<file path="src/rtl/core/af_sm_pkg.sv">
// shared constants, types and sha-256 tables for the af split/merge block
// no dependencies
`default_nettype none
package af_sm_pkg;

  localparam int MAX_STRIPE_BYTES = 1024;
  localparam int SECTION_BYTES    = 32;
  localparam int POS_W   = $clog2(MAX_STRIPE_BYTES);
  localparam int NB_W    = 11;
  localparam int NS_W    = 16;
  localparam int CFG_IDX_W  = 2;
  localparam int CFG_DATA_W = 16;

  localparam logic [CFG_IDX_W-1:0] CFG_STRIPE_BYTES = 2'd0;
  localparam logic [CFG_IDX_W-1:0] CFG_STRIPE_COUNT = 2'd1;

  localparam logic [NB_W-1:0] STRIPE_BYTES_RST = 11'd32;
  localparam logic [NS_W-1:0] STRIPE_COUNT_RST = 16'd4000;

  typedef logic [15:0][31:0] blk_t;
  typedef logic [7:0][31:0]  dig_t;

  localparam logic [31:0] SHA_H0 [0:7] = '{
    32'h6a09e667, 32'hbb67ae85, 32'h3c6ef372, 32'ha54ff53a,
    32'h510e527f, 32'h9b05688c, 32'h1f83d9ab, 32'h5be0cd19
  };

  localparam logic [31:0] SHA_K [0:63] = '{
    32'h428a2f98, 32'h71374491, 32'hb5c0fbcf, 32'he9b5dba5,
    32'h3956c25b, 32'h59f111f1, 32'h923f82a4, 32'hab1c5ed5,
    32'hd807aa98, 32'h12835b01, 32'h243185be, 32'h550c7dc3,
    32'h72be5d74, 32'h80deb1fe, 32'h9bdc06a7, 32'hc19bf174,
    32'he49b69c1, 32'hefbe4786, 32'h0fc19dc6, 32'h240ca1cc,
    32'h2de92c6f, 32'h4a7484aa, 32'h5cb0a9dc, 32'h76f988da,
    32'h983e5152, 32'ha831c66d, 32'hb00327c8, 32'hbf597fc7,
    32'hc6e00bf3, 32'hd5a79147, 32'h06ca6351, 32'h14292967,
    32'h27b70a85, 32'h2e1b2138, 32'h4d2c6dfc, 32'h53380d13,
    32'h650a7354, 32'h766a0abb, 32'h81c2c92e, 32'h92722c85,
    32'ha2bfe8a1, 32'ha81a664b, 32'hc24b8b70, 32'hc76c51a3,
    32'hd192e819, 32'hd6990624, 32'hf40e3585, 32'h106aa070,
    32'h19a4c116, 32'h1e376c08, 32'h2748774c, 32'h34b0bcb5,
    32'h391c0cb3, 32'h4ed8aa4a, 32'h5b9cca4f, 32'h682e6ff3,
    32'h748f82ee, 32'h78a5636f, 32'h84c87814, 32'h8cc70208,
    32'h90befffa, 32'ha4506ceb, 32'hbef9a3f7, 32'hc67178f2
  };

endpackage
`default_nettype wire

</file>
<file path="src/rtl/core/af_sm_sha256.sv">
// iterative sha-256 compression of one block, one round per cycle
// depends on af_sm_pkg
`default_nettype none
module af_sm_sha256
  import af_sm_pkg::*;
(
  input  wire logic clk,
  input  wire logic rst_n,
  input  wire logic start,
  input  wire blk_t blk,
  output logic      done,
  output dig_t      digest
);
  logic       busy_r, busy_nxt;
  logic       fin_r, fin_nxt;
  logic       done_r, done_nxt;
  logic [5:0] rnd_r, rnd_nxt;
  logic [31:0] v_r [8];
  logic [31:0] w_r [16];
  dig_t        dig_r;

  logic [31:0] s1e, chv, t1, s0a, mjv, t2, ws0, ws1, wnew;

  always_comb begin
    s1e  = {v_r[4][5:0], v_r[4][31:6]} ^ {v_r[4][10:0], v_r[4][31:11]} ^
           {v_r[4][24:0], v_r[4][31:25]};
    chv  = (v_r[4] & v_r[5]) ^ (~v_r[4] & v_r[6]);
    t1   = v_r[7] + s1e + chv + SHA_K[rnd_r] + w_r[0];
    s0a  = {v_r[0][1:0], v_r[0][31:2]} ^ {v_r[0][12:0], v_r[0][31:13]} ^
           {v_r[0][21:0], v_r[0][31:22]};
    mjv  = (v_r[0] & v_r[1]) ^ (v_r[0] & v_r[2]) ^ (v_r[1] & v_r[2]);
    t2   = s0a + mjv;
    ws0  = {w_r[1][6:0], w_r[1][31:7]} ^ {w_r[1][17:0], w_r[1][31:18]} ^
           (w_r[1] >> 3);
    ws1  = {w_r[14][16:0], w_r[14][31:17]} ^ {w_r[14][18:0], w_r[14][31:19]} ^
           (w_r[14] >> 10);
    wnew = w_r[0] + ws0 + w_r[9] + ws1;
  end

  always_comb begin
    busy_nxt = busy_r;
    fin_nxt  = 1'b0;
    done_nxt = 1'b0;
    rnd_nxt  = rnd_r;
    if (start) begin
      busy_nxt = 1'b1;
      rnd_nxt  = '0;
    end else if (busy_r) begin
      rnd_nxt = rnd_r + 6'd1;
      if (rnd_r == 6'd63) begin
        busy_nxt = 1'b0;
        fin_nxt  = 1'b1;
      end
    end else if (fin_r) begin
      done_nxt = 1'b1;
    end
  end

  always_ff @(posedge clk) begin
    if (!rst_n) begin
      busy_r <= 1'b0;
      fin_r  <= 1'b0;
      done_r <= 1'b0;
      rnd_r  <= '0;
    end else begin
      busy_r <= busy_nxt;
      fin_r  <= fin_nxt;
      done_r <= done_nxt;
      rnd_r  <= rnd_nxt;
    end
  end

  // working state and message schedule
  always_ff @(posedge clk) begin
    if (start) begin
      for (int i = 0; i < 8; i++) v_r[i] <= SHA_H0[i];
      for (int i = 0; i < 16; i++) w_r[i] <= blk[i];
    end else if (busy_r) begin
      v_r[7] <= v_r[6];
      v_r[6] <= v_r[5];
      v_r[5] <= v_r[4];
      v_r[4] <= v_r[3] + t1;
      v_r[3] <= v_r[2];
      v_r[2] <= v_r[1];
      v_r[1] <= v_r[0];
      v_r[0] <= t1 + t2;
      for (int i = 0; i < 15; i++) w_r[i] <= w_r[i+1];
      w_r[15] <= wnew;
    end else if (fin_r) begin
      for (int i = 0; i < 8; i++) dig_r[i] <= SHA_H0[i] + v_r[i];
    end
  end

  assign done   = done_r;
  assign digest = dig_r;
endmodule
`default_nettype wire

</file>
<file path="config.mk">
export PLATFORM = sky130hd
export DESIGN_NAME = af_sm_sha256
export DESIGN_NICKNAME = d
export VERILOG_FILES = /design/src/rtl/core/af_sm_pkg.sv /design/src/rtl/core/af_sm_sha256.sv
export SDC_FILE = /design/constraint.sdc
export NUM_CORES = 2
export LEC_CHECK = 0
export BUFFER_PORTS_ARGS = -buffer_cell sky130_fd_sc_hd__buf_2
export CORE_MARGIN = 3
export CORE_UTILIZATION = 59
export CTS_BUF_LIST = sky130_fd_sc_hd__clkbuf_16
export DETAILED_ROUTE_END_ITERATION = 6
export GPL_TIMING_DRIVEN = 1
export MAX_ROUTING_LAYER = met4
export PLACE_DENSITY_LB_ADDON = 0.25
export SKIP_CTS_REPAIR_TIMING = 1
export SYNTH_ARGS = -nofsm -noshare
export SYNTH_HDL_FRONTEND = slang
export SYNTH_SLANG_ARGS = --single-unit
</file>
<file path="constraint.sdc">
create_clock -name clk -period 78.7 [get_ports clk]
set_input_delay 15.74 -clock clk [delete_from_list [all_inputs] [get_ports clk]]
set_output_delay 15.74 -clock clk [all_outputs]
set_load 0.02 [all_outputs]
</file>
* Word-level counts from Yosys, hierarchy flattened
Memory sizes are Yosys's and may differ from the RTL's. Cells that the tools add are included.
Word-level totals: register bits after elaboration 265, bits in writable memories 768, bits in read-only memories 2048, bits of input ports 515, output and inout port bits 257, word-level logic and storage cells 121, memories kept 3
Operators by class: $add $sub $neg 19, order comparisons 1, eq/ne operators 1, multiplexer cells 36, bitwise operators 45, reduce and logical (&&, ||, !) cells 4
Memories:
- (name not given) | depth 64, bits a word 32, read ports 1, clocked after Yosys merged registers in 0, write ports 0, RTL line af_sm_sha256.sv:28 | t1 = v_r[7] + s1e + chv + SHA_K[rnd_r] + w_r[0];
- w_r | depth 16, bits a word 32, read ports 16, clocked after Yosys merged registers in 0, write ports 16, RTL line af_sm_sha256.sv:19 | logic [31:0] w_r [16];
- v_r | depth 8, bits a word 32, read ports 8, clocked after Yosys merged registers in 0, write ports 8, RTL line af_sm_sha256.sv:18 | logic [31:0] v_r [8];
Operator list (number):
- 2-to-1 mux 32 bit | 26
- adder 32 bit | 10
- XOR 32 bit | 9
- AND 32 bit | 5
- adder 31 x 32 -> 32 bit (first input constant) | 3
- adder 32 bit (first input constant) | 3
- adder 29 x 32 -> 32 bit (first input constant) | 1
- adder 30 x 32 -> 32 bit (first input constant) | 1
- inverter 32 bit | 1
- XOR 32 x 22 -> 32 bit | 1
- XOR 32 x 29 -> 32 bit | 1
- bitwise OR 1 bit | 24
- 2-to-1 mux 1 bit | 10
- >= comparator 7 bit (second input constant) | 1
- inverter 6 -> 7 bit | 1
- adder 6 x 1 -> 6 bit (second input constant) | 1
- equality test 6 bit (second input constant) | 1
- OR reduction 3 bit | 2
- inverter 1 bit | 3
- AND reduction 3 bit | 1
- OR reduction 2 bit | 1

* Longest topological paths before layout
word-level depth 8, depth in mapped cells 40, gate-level depth less buffers 39

* Worst setup path after synthesis
OpenSTA, ideal clock, no wires.
path type in2reg, start point in start, end point reg dig_r, in the netlist digest[0] (enable), setup time 4.249 ns, arrival 55.017 ns, required time 74.451 ns, slack 19.434 ns, stages 3, path buffers 1, path through clkbuf_1 -> or2_2 -> nor2_1
On the way: longest elaborated chain between the ends 2
Ends and longest elaborated chain:
- start, declared | RTL line af_sm_sha256.sv:9 | input wire logic start,
- inverter 1 bit (no line)
- AND reduction 3 bit (no line)
- end, declared | RTL line af_sm_sha256.sv:20 | dig_t dig_r;
No other way between the ends. A chain may end at the register's enable or synchronous reset.

==> results.toml <==
[placement]
port_buffers = 771
dp_slack_ns = 59.04
gp_congestion = 1.04
place_area_um2 = 64100
place_hpwl_um = 150000

[global_route]
grt.total_usage = 0.376
grt_first_pass_wirelength_um = 276000
antenna_found_initial = 48
grt_max_degree = 188
grt_overflow = 0
grt_pass1_vias = 42955

[clock_tree]
clk_latency_ns = 0.72
cts_tree = "done"
tritoncts.num_buffers = 107
cts_buffer_depth = 3
cts.sinks = 1033
cts_root_buf = "clkbuf_16"
clk_pin_slew_ns = 0.06
h-tree-depth = 3

[synthesis]
ys_seq_area_frac = 0.522
netlist_area_um2 = 59300
yosys.cell_types.count = 85
netlist.area_leader.share = 0.519
yosys_most_used_dff = "edfxtp_1"
synth_common_cells = "1250 x nand2_1, 1024 x edfxtp_1, 398 x xnor2_1, 269 x inv_1, 230 x clkbuf_1"
synth.most_common_cell = "nand2_1"
ys_ff_latch = 1033
synth_top_cells_by_area = "edfxtp_1 52%, nand2_1 7.9%, fa_1 6.3%"
async_flop_share = 0
syn_avg_cell_area_um2 = 11.0
ys_warn_count = 0
synth_cells = 5386
synth_nets = 6240
yosysTopAreaCell = "edfxtp_1"
synth-edff-count = 1024

[drt]
ant_nets = 0
post-route-drc-count = 0
vias_per_cell = 5.92
drtIter0Drc = 5170
wl_per_cell_um = 25.9
m1WireLength_um = 69300
firstDrtPassIters = 6
vias = 44188
wl_met2_um = 95100
routed.top_layer = "met4"
met3WireLength_um = 18100
wirelength_um = 193000

[sta]
min_period_ns = 19.04
setup_tns_ns = 0
period_share = 0.242
rsz0062_at_grt = "no"
max_freq_ghz = 0.0525
clock_skew_ns = 0.0311
hold_viol = 0
setup-violations-final = 0
relSlewSlack = 0.179
worst_slack_ns = 59.66
worst_pin_slew_ns = 1.23
drv_slew = 0

[cells_and_area]
syn_to_final_growth_pct = 14.2
drive_above_1_share = 0.196
finalInstanceArea_um2 = 67700
nNetsFinal = 6904
post-route-util = 0.684

[die]
ios = 772
rows = 115
initial_core_util = 0.599
die_height_um = 323
die_w_um = 323
coreArea_um2 = 99000
die-area_um2 = 104000

[worst_setup_path]
crit_fanout = 184
end_kind = "flop"
worstPathArrival_ns = 19.38
path_class = "in2reg"
required_ns = 79.03
cp-start-kind = "input pin"

[run]
max-cap-violations = 0

[status]
run_status = "complete, no violations"

[hold_path]
hp-class = "reg2reg"
==> path summary, 6_finish.rpt <==
| kind | from | to | slack (ns) | cells after the start |
|---|---|---|---|---|
| setup / recovery | start | w_r[0][232]$_DFFE_PP_ | 59.66 | 5 |
| hold / removal | v_r[0][96]$_SDFFCE_PN0P_ | digest[96]$_DFFE_PP_ | 0.50 | 0 |
| setup reg to reg | rnd_r[1]$_SDFFE_PP0P_ | v_r[0][26]$_SDFFCE_PN0P_ | 67.85 | 39 |
| hold reg to reg | v_r[0][96]$_SDFFCE_PN0P_ | digest[96]$_DFFE_PP_ | 0.50 | 0 |
==> logic make-up after synthesis <==
kind of cell,after synthesis,synth area share
simple gates,1942,0.141
buf+inv,531,0.0338
xor+xnor,578,0.0854
fa+ha+maj,341,0.0956
mux,205,0.0396
flops,1033,0.522
compound gates,756,0.0826
==> worst max-delay path: stages <==
cell and delay, ns:
clkbuf_8 0.32, or2_4 0.49, buf_4 0.87, buf_4 0.84, buf_12 0.68
==> cell type report <==
cell class,instances,area [um2]
clock buffer,107,2680
multi-input combinational,3822,26300
antenna,36,90.1
sequential,1033,30900
tap,1287,1610
timing repair buffer,815,4220
clock inverter,93,783
fill,7491,31300
inverter,271,1020
==> sequential cells by signal, summed over array words and instances (netlist names) <==
signal	flops
w_r	512
digest	256
v_r	256
done	1
fin_r	1
busy_r	1
rnd_r	6
==> layout by cell type (no fill, tap or decap), types with 107 or more instances in the layout <==
cell type	count
nor2_1	226
ha_1	152
inv_1	287
xor2_1	180
a21oi_1	192
nand2_1	1250
o21ai_0	197
xnor2_1	398
buf_2	770
mux2_2	186
edfxtp_1	1024
clkbuf_16	107
fa_1	187
nand2b_1	131
==> metrics by stage <==
stage,instances,hold WS (ns)
2_1_floorplan,5386,0.433
3_3_place_gp,7228,0.478
3_5_place_dp,7228,0.482
4_1_cts,7428,0.499
5_1_grt,7455,0.505
6_report,7464,0.499
==> layer usage <==
metal / vias to the layer above / track usage
li1: 19937 / -
met1: 21405 / 0.451
met2: 2352 / 0.619
met3: 494 / 0.0689
met4: 0 / 0.176
met5: - / -
Power is left out: the tool's default activity adds up to more than one toggle a clock period on the data nets, which glitch-free logic cannot reach.
